$ cat src/sv/assert_macros.svh
// Assertion macros shared by the vertex screen projection RTL.
`ifndef ASSERT_MACROS_SVH
`define ASSERT_MACROS_SVH
`ifndef SYNTHESIS
`define VSP_ASSERT(name, clk, rstn, prop, msg) \
  name: assert property (@(posedge clk) disable iff (!rstn) prop) else $error(msg);
`define VSP_ASSERT_ALWAYS(name, clk, prop, msg) \
  name: assert property (@(posedge clk) prop) else $error(msg);
`else
`define VSP_ASSERT(name, clk, rstn, prop, msg)
`define VSP_ASSERT_ALWAYS(name, clk, prop, msg)
`endif
`endif

$ cat src/sv/vsp_pkg.sv
// Types, widths, register codes and reset values of the vertex screen projection.
package vsp_pkg;

  localparam int unsigned CoordW     = 16;
  localparam int unsigned CoefW      = 16;
  localparam int unsigned ProdW      = 32;
  localparam int unsigned BiasW      = 17;
  localparam int unsigned ModelW     = 34;
  localparam int unsigned ProjW      = 50;
  localparam int unsigned SizeW      = 14;
  localparam int unsigned ScaleW     = 65;
  localparam int unsigned ScreenW    = 16;
  localparam int unsigned CfgW       = 48;
  localparam int unsigned CfgIdxW    = 3;
  localparam int unsigned FracShift  = 14;
  localparam int unsigned ProjDropW  = 36;

  typedef logic signed [CoordW-1:0]  coord_t;
  typedef logic signed [CoefW-1:0]   coef_t;
  typedef logic signed [ProdW-1:0]   prod_t;
  typedef logic signed [BiasW-1:0]   bias_t;
  typedef logic signed [ModelW-1:0]  model_t;
  typedef logic signed [ProjW-1:0]   proj_t;
  typedef logic        [SizeW-1:0]   size_t;
  typedef logic signed [ScaleW-1:0]  scale_t;
  typedef logic signed [ScreenW-1:0] screen_t;
  typedef logic        [CfgW-1:0]    cfg_word_t;
  typedef logic        [CfgIdxW-1:0] cfg_idx_t;

  typedef struct packed {
    coef_t [2:0][2:0] rot;
    coord_t [2:0]     pos;
    coord_t [1:0]     off;
    coef_t            shear;
    coef_t            scale_x;
    coef_t            scale_y;
    size_t            width;
    size_t            height;
    logic             apply;
  } vsp_cfg_t;

  localparam cfg_idx_t RegModelRowX    = 3'd0;
  localparam cfg_idx_t RegModelRowY    = 3'd1;
  localparam cfg_idx_t RegModelRowZ    = 3'd2;
  localparam cfg_idx_t RegModelPos     = 3'd3;
  localparam cfg_idx_t RegProjTerms    = 3'd4;
  localparam cfg_idx_t RegOffsetTerms  = 3'd5;
  localparam cfg_idx_t RegViewportSize = 3'd6;
  localparam cfg_idx_t RegApplyModel   = 3'd7;

  localparam cfg_word_t RstModelRowX    = 48'h0000_0000_4000;
  localparam cfg_word_t RstModelRowY    = 48'h0000_4000_0000;
  localparam cfg_word_t RstModelRowZ    = 48'h4000_0000_0000;
  localparam logic [27:0] RstViewport   = 28'd6553700;

endpackage

$ cat src/sv/vsp_project.sv
// Projection stages: shear and scale products, then projected x/y sums.
module vsp_project
  import vsp_pkg::*;
(
  input  logic         clk_i,
  input  logic         rst_ni,
  input  logic         en_i,
  input  logic         valid_i,
  input  model_t [2:0] m_i,
  input  vsp_cfg_t     cfg_i,
  output logic         valid_o,
  output proj_t        px_o,
  output proj_t        py_o
);

  logic   valid3_q, valid4_q;
  proj_t  shear_q, sx_q, sy_q;
  model_t m0_q, m1_q;
  proj_t  px_q, py_q;
  proj_t  px_d, py_d;

  assign px_d = (proj_t'(m0_q) <<< FracShift) + shear_q + sx_q;
  assign py_d = (proj_t'(m1_q) <<< FracShift) + sy_q;

  always_ff @(posedge clk_i or negedge rst_ni) begin
    if (!rst_ni) begin
      valid3_q <= 1'b0;
      valid4_q <= 1'b0;
    end else if (en_i) begin
      valid3_q <= valid_i;
      valid4_q <= valid3_q;
    end
  end

  always_ff @(posedge clk_i) begin
    if (en_i) begin
      shear_q <= proj_t'($signed(cfg_i.shear)) * proj_t'(m_i[1]);
      sx_q    <= proj_t'($signed(cfg_i.scale_x)) * proj_t'(m_i[2]);
      sy_q    <= proj_t'($signed(cfg_i.scale_y)) * proj_t'(m_i[2]);
      m0_q    <= m_i[0];
      m1_q    <= m_i[1];
      px_q    <= px_d;
      py_q    <= py_d;
    end
  end

  assign valid_o = valid4_q;
  assign px_o    = px_q;
  assign py_o    = py_q;

endmodule

$ cat config.mk
export PLATFORM = sky130hd
export DESIGN_NAME = vsp_project
export DESIGN_NICKNAME = d
export VERILOG_FILES = /design/src/sv/assert_macros.svh /design/src/sv/vsp_pkg.sv /design/src/sv/vsp_project.sv
export SDC_FILE = /design/constraint.sdc
export NUM_CORES = 2
export LEC_CHECK = 0
export ABC_AREA = 0
export BUFFER_PORTS_ARGS = -buffer_cell sky130_fd_sc_hd__buf_2
export CAP_MARGIN = 20
export CORE_AREA = 2 2 392 394
export CTS_BUF_LIST = sky130_fd_sc_hd__clkbuf_2 sky130_fd_sc_hd__clkbuf_4 sky130_fd_sc_hd__clkbuf_8
export DETAILED_ROUTE_END_ITERATION = 16
export DIE_AREA = 0 0 394 396
export GPL_TIMING_DRIVEN = 0
export SETUP_SLACK_MARGIN = 0.1
export SKIP_CTS_REPAIR_TIMING = 1
export SLEW_MARGIN = 10
export SYNTH_ARGS = -nofsm -noshare
export SYNTH_HDL_FRONTEND = slang
export SYNTH_SLANG_ARGS = --single-unit
$ cat constraint.sdc
create_clock -name clk_i -period 4.2 [get_ports clk_i]
set_input_delay 0.42 -clock clk_i [delete_from_list [all_inputs] [get_ports clk_i]]
set_output_delay 0.42 -clock clk_i [all_outputs]
set_load 0.02 [all_outputs]
==> results.cfg <==
[status]
status = finished, violations left
violations = setup timing

[cts]
clkTransAtPathRegs_ps = 60
cts_root_buffer = clkbuf_8
numCtsBuffers = 60
cts_tree = yes
cts_max_level = 2
clk_path_buf_depth = 3
cts_sinks = 320
clk_latency_ps = 760

[floorplan]
core_area_um2 = 152000
fp.dieH_um = 396
fp.dieArea_um2 = 156000
io-pin-count = 508
row_count = 143
start_util = 0.468
die_w_um = 394

[worst_setup_path]
path_delay_family = adder cells
critPathCaptureType = flip-flop
worst_ep_required_time_ps = 4760
path_max_fanout = 9
worst-setup-path-type = input pin to flip-flop
worst_setup_path_start_kind = input pin
crit_path_max_incr_delay_ps = 530
crit_top_cell = fa_1
ff2ff_setup_slack_ps = -460
slowest_stage = fa_1
cp_num_buf_inv = 7
arrival_ps = 6760

[place]
port_buffers = 237
dp_hpwl_um = 198000
gp_congestion = 0.991
preCtsSetupSlack_ps = -3790

[synth]
ys_seq_area_frac = 0.135
ys_top_cells_by_area = fa_1 (45%), edfxtp_1 (13%), inv_1 (9.5%)
ys_types = 81
synth_nets = 9843
synth_area_leader_cell = fa_1
syn_area_per_cell_um2 = 9.58
synthCells = 7406
syn_area_um2 = 71000
yosysWarnings = 0
synth_most_common_cell = inv_1
async_flop_share = 0.00625
ys_seq_elements = 320
synth_top_cell_area_share = 0.445
yosys-top-cells-count = inv_1 (1,791), fa_1 (1,579), nand2_1 (974)
synth_flop_cell = edfxtp_1
synth_edf_count = 318

[global_route]
gr-total-overflow = 0
grt_pass1_vias = 56500
busiest_layer = met2
grt.total_usage = 0.312
antenna_found_initial = 25
use_met1 = 0.428
grt_pass1_wl_um = 360000
use_met2 = 0.488
grt_max_degree = 107
use_met3 = 0.0744

[run]
drv_cap = 0

[cells_and_area]
nets = 10300
area_growth_pct = 18.0
drive_above_1_share = 0.158

[routing]
dr.pass1.iters = 6
num_vias = 53800
wirelength_um = 241000
drt-initial-drc-count = 4416
via_per_inst = 5.39
drc = 0
wire_per_inst_um = 24.2
antenna_left = 0

[sta]
finalSetupViolCount = 134
finalCritPeriodShare = 1.48
rsz0062_at_grt = true
relSlewSlack = 0.248
drv_slew = 0
tightest_slew_ps = 1120
hold_viol = 0
layout_setup_ws_ps = -2000
fin_worst_skew_ps = 60.5
fmax_mhz = 161
fin_crit_ps = 6200

[min_path]
hp-class = input pin to flip-flop
metal layers:
metal / vias up / part of all wire
met5: - / 0.00034
met4: 12 / 0.043
met3: 447 / 0.11
met2: 2534 / 0.45
met1: 27700 / 0.40
li1: 23100 / -
cells in the final DEF, fill, tap and decap left out, types with 51 or more instances in the layout:
master	netlist	routed
xnor2_1	165	151
buf_2	1	174
nand2_1	974	948
a21o_1	98	95
fa_2	0	54
buf_12	0	87
ha_1	451	387
edfxtp_1	318	318
xor2_1	65	57
clkbuf_4	0	53
and2_1	657	614
fa_1	1579	1525
nor2_1	184	172
ha_4	0	51
buf_6	0	108
clkbuf_8	0	88
inv_1	1791	1751
buf_4	1	161
a21oi_1	206	155
buf_8	0	62
o21ai_0	117	64
cells by family after synthesis:
logic type | synth area share
buf+inv | 0.112
simple gates | 0.140
fa+ha+maj | 0.525
compound gates | 0.0581
flops | 0.135
xor+xnor | 0.0284
mux | 0.00104
layout make-up:
cell class | instances | area, um2
fillers | 13600 | 67800
repair buffers | 438 | 3580
flip-flops and latches | 320 | 9600
inverters | 1791 | 6730
clock buffers | 66 | 877
well taps | 2030 | 2540
clock inverters | 47 | 374
multi-input cells | 4970 | 56000
plain buffers | 323 | 4060
diodes | 7 | 17.5
worst register-to-register path, cell delays in order (launching register included):
cell,delay (ps)
edfxtp_1,500
fa_1,470
ha_1,360
and2_4,170
nand3_2,150
or3_4,460
a211oi_2,610
nor3_1,280
o311ai_2,400
o211ai_2,300
o21a_1,310
o41ai_2,260
xor2_1,110
registers in the layout, summed over array words and instances (netlist names), 34 cells and up:
name	count
sx_q	50
m0_q	34
py_o	50
shear_q	50
m1_q	34
sy_q	50
px_o	50
metrics by stage:
step / hold slack, ps / instances / cell area (um2) / util / setup TNS, ps
6_report: 42.4 / 9992 / 83700 / 0.553 / -157030
5_1_grt: -0.712 / 9987 / 83700 / 0.552 / -175300
4_1_cts: -629 / 9791 / 78200 / 0.516 / -239420
3_5_place_dp: 207 / 9678 / 77000 / 0.508 / -339720
3_3_place_gp: 203 / 9673 / 76800 / 0.507 / -1018610
2_1_floorplan: 124 / 7406 / 73100 / - / -152850
worst paths after layout:
check | startpoint | to | depth (start not counted)
worst max register to register | m0_q[9] | px_o[48] | 12
max in group asynchronous | rst_ni | valid3_q | 3
min in group asynchronous | rst_ni | valid_o | 3
worst min register to register | sy_q[8] | py_o[8] | 0
worst min-delay path | m_i[49] | m1_q[15] | 1
worst max-delay path | m_i[88] | sy_q[48] | 25
Power is not shown: default switching activity piles up to over one toggle a cycle in this logic, so the estimate is an artifact.
