--- config.mk ---
export PLATFORM = sky130hd
export DESIGN_NAME = vsp_screen
export DESIGN_NICKNAME = d
export VERILOG_FILES = /design/src/sv/vsp_pkg.sv /design/src/sv/vsp_screen.sv
export VERILOG_INCLUDE_DIRS = /design/src /design/src/sv
export SDC_FILE = /design/constraint.sdc
export NUM_CORES = 2
export LEC_CHECK = 0
export ABC_CLOCK_PERIOD_IN_PS = 13200
export BUFFER_PORTS_ARGS = -buffer_cell sky130_fd_sc_hd__buf_2
export CAP_MARGIN = 20
export CORE_AREA = 2 2 297 299
export DETAILED_ROUTE_END_ITERATION = 8
export DIE_AREA = 0 0 299 301
export PLACE_DENSITY_LB_ADDON = 0.1
export SLEW_MARGIN = 20
export SYNTH_ARGS = -nofsm -noshare
export SYNTH_HDL_FRONTEND = slang
export SYNTH_SLANG_ARGS = --single-unit
--- constraint.sdc ---
create_clock -name clk_i -period 13.2 [get_ports clk_i]
set_clock_uncertainty 0.15 [all_clocks]
set_input_delay 1.98 -clock clk_i [delete_from_list [all_inputs] [get_ports clk_i]]
set_output_delay 1.98 -clock clk_i [all_outputs]
set_load 0.05 [all_outputs]
--- src/sv/assert_macros.svh ---
// Assertion macros shared by the vertex screen projection RTL.
`ifndef ASSERT_MACROS_SVH
`define ASSERT_MACROS_SVH
`ifndef SYNTHESIS
`define VSP_ASSERT(name, clk, rstn, prop, msg) \
  name: assert property (@(posedge clk) disable iff (!rstn) prop) else $error(msg);
`define VSP_ASSERT_ALWAYS(name, clk, prop, msg) \
  name: assert property (@(posedge clk) prop) else $error(msg);
`else
`define VSP_ASSERT(name, clk, rstn, prop, msg)
`define VSP_ASSERT_ALWAYS(name, clk, prop, msg)
`endif
`endif

--- src/sv/vsp_pkg.sv ---
// Types, widths, register codes and reset values of the vertex screen projection.
package vsp_pkg;

  localparam int unsigned CoordW     = 16;
  localparam int unsigned CoefW      = 16;
  localparam int unsigned ProdW      = 32;
  localparam int unsigned BiasW      = 17;
  localparam int unsigned ModelW     = 34;
  localparam int unsigned ProjW      = 50;
  localparam int unsigned SizeW      = 14;
  localparam int unsigned ScaleW     = 65;
  localparam int unsigned ScreenW    = 16;
  localparam int unsigned CfgW       = 48;
  localparam int unsigned CfgIdxW    = 3;
  localparam int unsigned FracShift  = 14;
  localparam int unsigned ProjDropW  = 36;

  typedef logic signed [CoordW-1:0]  coord_t;
  typedef logic signed [CoefW-1:0]   coef_t;
  typedef logic signed [ProdW-1:0]   prod_t;
  typedef logic signed [BiasW-1:0]   bias_t;
  typedef logic signed [ModelW-1:0]  model_t;
  typedef logic signed [ProjW-1:0]   proj_t;
  typedef logic        [SizeW-1:0]   size_t;
  typedef logic signed [ScaleW-1:0]  scale_t;
  typedef logic signed [ScreenW-1:0] screen_t;
  typedef logic        [CfgW-1:0]    cfg_word_t;
  typedef logic        [CfgIdxW-1:0] cfg_idx_t;

  typedef struct packed {
    coef_t [2:0][2:0] rot;
    coord_t [2:0]     pos;
    coord_t [1:0]     off;
    coef_t            shear;
    coef_t            scale_x;
    coef_t            scale_y;
    size_t            width;
    size_t            height;
    logic             apply;
  } vsp_cfg_t;

  localparam cfg_idx_t RegModelRowX    = 3'd0;
  localparam cfg_idx_t RegModelRowY    = 3'd1;
  localparam cfg_idx_t RegModelRowZ    = 3'd2;
  localparam cfg_idx_t RegModelPos     = 3'd3;
  localparam cfg_idx_t RegProjTerms    = 3'd4;
  localparam cfg_idx_t RegOffsetTerms  = 3'd5;
  localparam cfg_idx_t RegViewportSize = 3'd6;
  localparam cfg_idx_t RegApplyModel   = 3'd7;

  localparam cfg_word_t RstModelRowX    = 48'h0000_0000_4000;
  localparam cfg_word_t RstModelRowY    = 48'h0000_4000_0000;
  localparam cfg_word_t RstModelRowZ    = 48'h4000_0000_0000;
  localparam logic [27:0] RstViewport   = 28'd6553700;

endpackage

--- src/sv/vsp_screen.sv ---
// Screen stages: viewport scaling, rounding, centering and saturation.
`include "assert_macros.svh"
module vsp_screen
  import vsp_pkg::*;
#(
  parameter int unsigned ViewShift = 2
) (
  input  logic     clk_i,
  input  logic     rst_ni,
  input  logic     en_i,
  input  logic     valid_i,
  input  proj_t    px_i,
  input  proj_t    py_i,
  input  vsp_cfg_t cfg_i,
  output logic     valid_o,
  output screen_t  screen_x_o,
  output screen_t  screen_y_o,
  output logic     clipped_o
);

  localparam int unsigned Drop = ProjDropW + ViewShift;
  localparam int unsigned RndW = ScaleW - Drop;
  localparam int unsigned SumW = RndW + 1;
  localparam scale_t Half = scale_t'(1) <<< (Drop - 1);
  localparam logic signed [SumW-1:0] SatHi = SumW'(32767);
  localparam logic signed [SumW-1:0] SatLo = -SumW'(32768);

  typedef logic signed [SumW-1:0] sum_t;

  logic    valid5_q, valid6_q;
  scale_t  tx_q, ty_q;
  size_t   w_q, h_q;
  sum_t    qx, qy;
  screen_t sx_d, sy_d, sx_q, sy_q;
  logic    cx, cy, clip_q;

  function automatic sum_t place(scale_t t, size_t size);
    scale_t                  r;
    logic signed [RndW-1:0]  q;
    logic        [SizeW+3:0] ctr;
    r   = t + Half;
    q   = r[ScaleW-1:Drop];
    ctr = {1'b0, size[SizeW-1:1], 4'b0000};
    return sum_t'(q) + sum_t'($signed({1'b0, ctr}));
  endfunction

  always_comb begin
    qx = place(tx_q, w_q);
    qy = place(ty_q, h_q);
    cx = (qx > SatHi) || (qx < SatLo);
    cy = (qy > SatHi) || (qy < SatLo);
    if (qx > SatHi)      sx_d = screen_t'(SatHi);
    else if (qx < SatLo) sx_d = screen_t'(SatLo);
    else                 sx_d = screen_t'(qx);
    if (qy > SatHi)      sy_d = screen_t'(SatHi);
    else if (qy < SatLo) sy_d = screen_t'(SatLo);
    else                 sy_d = screen_t'(qy);
  end

  always_ff @(posedge clk_i or negedge rst_ni) begin
    if (!rst_ni) begin
      valid5_q <= 1'b0;
      valid6_q <= 1'b0;
    end else if (en_i) begin
      valid5_q <= valid_i;
      valid6_q <= valid5_q;
    end
  end

  always_ff @(posedge clk_i) begin
    if (en_i) begin
      tx_q   <= scale_t'(px_i) * scale_t'({1'b0, cfg_i.width});
      ty_q   <= scale_t'(py_i) * scale_t'({1'b0, cfg_i.height});
      w_q    <= cfg_i.width;
      h_q    <= cfg_i.height;
      sx_q   <= sx_d;
      sy_q   <= sy_d;
      clip_q <= cx || cy;
    end
  end

  assign valid_o    = valid6_q;
  assign screen_x_o = sx_q;
  assign screen_y_o = sy_q;
  assign clipped_o  = clip_q;

  `VSP_ASSERT(a_clip_at_bound, clk_i, rst_ni, valid6_q && clip_q |-> (sx_q == 16'sh7fff) || (sx_q == -16'sh8000) || (sy_q == 16'sh7fff) || (sy_q == -16'sh8000), "clipped without a saturated coordinate")
  `VSP_ASSERT(a_screen_hold, clk_i, rst_ni, !en_i |=> $stable(sx_q) && $stable(sy_q) && $stable(clip_q), "screen result changed during stall")

endmodule
==> flow_summary.json <==
{
  "async_flop_share_pct": 1.709,
  "worstPathArrival_ns": 9.92,
  "detailroute.wirelength.met3_um": 8239,
  "dr.pass1.iters": 7,
  "postCtsSetupBuffers": 0,
  "grt_pass1_vias": 39420,
  "highest-signal-layer": "met5",
  "antenna_found_initial": 8,
  "final_hold_viol_count": 0,
  "crit_path_max_fanout": 36,
  "synth_top_area_share_pct": 48.62,
  "cts-hold-fix-buffers": 0,
  "critical_path.startpoint_type": "primary input",
  "first_iter_violations": 2100,
  "gp_routability_congestion": 0.8609,
  "detailed_place_hpwl_um": 94790,
  "buffer_cell_driving_the_clock_tree_root": "sky130_fd_sc_hd__clkbuf_16",
  "totalWireLength_um": 121800,
  "worst_path_most_repeated_cell": "sky130_fd_sc_hd__fa_1",
  "grt_usage_pct": 28.95,
  "setup.reg_to_reg.worst_slack_ns": 7.33,
  "number_of_flops_mapped_to_enable_cells_by_yosys": 115,
  "cts_buffers": 17,
  "synth.lib_cells_used.distinct": 80,
  "grt_setup_unrepaired": "false",
  "most_common_library_cell_in_the_layout_ignoring_fill_and_taps": "sky130_fd_sc_hd__inv_1",
  "setup_violations": 0,
  "worst_path_max_delay_cell": "sky130_fd_sc_hd__a2111oi_0",
  "syn-instance-count": 5520,
  "max_slew.worst_pin.slew_ns": 1.102,
  "clkTransAtPathRegs_ns": 0.07,
  "core_um2": 86480,
  "synth_area_per_cell_um2": 9.340,
  "vias_per_cell": 5.437,
  "tightest_slew_margin_relative_to_the_limit_pct": 26.51,
  "synth_top_flop_cell": "sky130_fd_sc_hd__edfxtp_1",
  "min_cycle_time_layout_ns": 9.905,
  "design.portCount": 439,
  "die_width_um": 299,
  "seq_area_frac_synth_pct": 6.795,
  "critPathKind": "primary input to flip-flop",
  "status": "finished clean",
  "design.final.nets": 7435,
  "finalSetupTns_ns": 0,
  "clk_latency_ns": 0.44,
  "cp-end-kind": "flip-flop",
  "final_min_period_over_clock_period_pct": 75.04,
  "gr-total-overflow": 0,
  "worstPathCellList": "buf_2 > buf_4 > nand2_1 > fa_1 > fa_1 > inv_1 > fa_1 > fa_1 > fa_1 > inv_1 > fa_1 > inv_1 > ha_1 > nand3_1 > nor2_1 > nand4_1 > a2111oi_0 > o211a_1 > o21ai_1 > o21a_1 > o21ai_1 > a41oi_1 > o41ai_1 > xor2_1",
  "cap_violations": 0,
  "cell_taking_the_most_area_after_synthesis": "sky130_fd_sc_hd__fa_1",
  "fmax_mhz": 101.0,
  "seqCellArea_um2": 3503,
  "routed-via-count": 36120,
  "rows": 108,
  "cts_max_path_buffers": 2,
  "cts_sinks": 117,
  "routed-wl-met2_um": 58870,
  "layout-drive-gt1-share_pct": 4.778,
  "flow.area_growth_from_synthesis_pct": 3.992,
  "final_max_slew_viol_count": 0,
  "synth_area_leaders": "sky130_fd_sc_hd__fa_1 49%, sky130_fd_sc_hd__and2_1 11%, sky130_fd_sc_hd__inv_1 9.4%",
  "layout.cells.most_common_list": "1292 x sky130_fd_sc_hd__inv_1, 1252 x sky130_fd_sc_hd__fa_1, 893 x sky130_fd_sc_hd__and2_1",
  "cts_resized": 0,
  "route.layer.met1.wl_um": 52650,
  "worstPathRequired_ns": 13.21,
  "port_buffers": 165,
  "critical-path-top-delay-family": "adder cells",
  "chipHeight_um": 301,
  "grt_start_max_net_pins": 67,
  "fill_cells": 7618,
  "tritoncts": "done",
  "route.detailed.wl_per_inst_um": 18.34,
  "antenna_violating_nets_post_route": 0,
  "htreeDepth": 4,
  "synthesis.yosys.warnings": 0,
  "syn_area_um2": 51560,
  "mappedNetlistNets": 7485,
  "crit_path_max_incr_delay_ns": 0.82,
  "drc": 0,
  "starting_utilization_of_the_core_area_pct": 59.61,
  "number_of_register_bits_inferred_by_synthesis": 117,
  "grt_first_pass_wirelength_um": 206200,
  "hold_path.class": "flip-flop to flip-flop",
  "timing.critical_path.buf_inv": 5,
  "dieArea_um2": 90000,
  "multi_input_area_um2": 42200
}
## stage by stage
stage / cell area [µm²] / cells / hold WS, ns / setup slack (ns) / util, %
final: 53610 / 6643 / 0.3582 / 3.295 / 61.99
after global routing: 53610 / 6641 / 0.3890 / 2.897 / 61.99
after detailed placement: 53020 / 6606 / 0.3420 / 2.938 / 61.30
after CTS: 53600 / 6638 / 0.3599 / 3.385 / 61.98
after global placement: 53020 / 6606 / 0.3335 / 3.027 / 61.30
after floorplan: 51560 / 5520 / 0.3249 / 4.608 / -
## per-layer routing
metal,up-vias,GRT usage (%)
met2,966,48.16
li1,16200,-
met4,2,5.381
met5,-,0
met3,146,5.123
met1,18800,40.45
## cell type report
type                       count  area share (%)
inverter                    1292           9.046
timing repair buffer         190           1.900
clock inverter                13          0.2777
clock buffer                  19          0.8075
sequential                   117           6.534
antenna                        5         0.02334
multi-input combinational   3852           78.72
tap                         1155           2.695
## logic make-up (layout without fill, tap and decap cells)
logic type,after synthesis,after routing,synth area share [%]
other,0,5,0
and+or+nand+nor,1734,1734,17.94
buffers and inverters,1551,1514,11.35
DFF,117,117,6.795
AOI/OAI and AO/OA,406,406,5.218
adders and majority gates,1560,1560,56.09
xor gates and xnor gates,150,150,2.563
muxes,2,2,0.04368
## worst reg2reg max path, cell delays in order (launching register included)
cell and delay (ns):
sky130_fd_sc_hd__edfxtp_1 0.46, sky130_fd_sc_hd__nand4_1 0.34, sky130_fd_sc_hd__nor4_2 0.86, sky130_fd_sc_hd__nand2_1 0.15
sky130_fd_sc_hd__xnor2_1 0.19, sky130_fd_sc_hd__ha_1 0.37, sky130_fd_sc_hd__nand3_1 0.12, sky130_fd_sc_hd__or2_2 0.32
sky130_fd_sc_hd__o21a_1 0.20, sky130_fd_sc_hd__or3_1 0.47, sky130_fd_sc_hd__nand2_1 0.14, sky130_fd_sc_hd__nand2_1 0.07
sky130_fd_sc_hd__o31ai_1 0.65, sky130_fd_sc_hd__inv_1 0.41, sky130_fd_sc_hd__o21ai_0 0.69
## path summary, 6_finish.rpt
check / cells past startpoint / start / to
worst max register to register: 14 / ty_q[41]$_DFFE_PP_ / screen_y_o[6]$_SDFFCE_PN1P_
worst min register to register: 1 / valid5_q$_DFFE_PN0P_ / valid5_q$_DFFE_PN0P_
worst max-delay path: 24 / cfg_i[7] / ty_q[61]$_DFFE_PP_
worst min-delay path: 1 / valid5_q$_DFFE_PN0P_ / valid5_q$_DFFE_PN0P_
min in group asynchronous: 1 / rst_ni / valid5_q$_DFFE_PN0P_
max in group asynchronous: 1 / rst_ni / valid_o$_DFFE_PN0P_
## Yosys cell counts, drive strengths merged (10+ instances only)
library cell	instances
ha	308
and3	19
edfxtp	115
a31oi	15
nor2b	13
a211oi	19
inv	1292
a21oi	113
nand2	584
a21o	74
o21bai	18
nand3	46
clkbuf	251
o21a	17
xor2	45
fa	1252
nor3	23
o21ai	73
nand4	39
nor2	71
nand2b	10
and2	893
xnor2	105
## state kept, by name, indices dropped and copies added (netlist names)
register,flops
screen_x_o,16
h_q,13
valid5_q,1
w_q,13
screen_y_o,16
clipped_o,1
valid_o,1
tx_q,28
ty_q,28
Power is left out: the tool's default activity adds up to more than one toggle a clock period on the data nets, which glitch-free logic cannot reach.
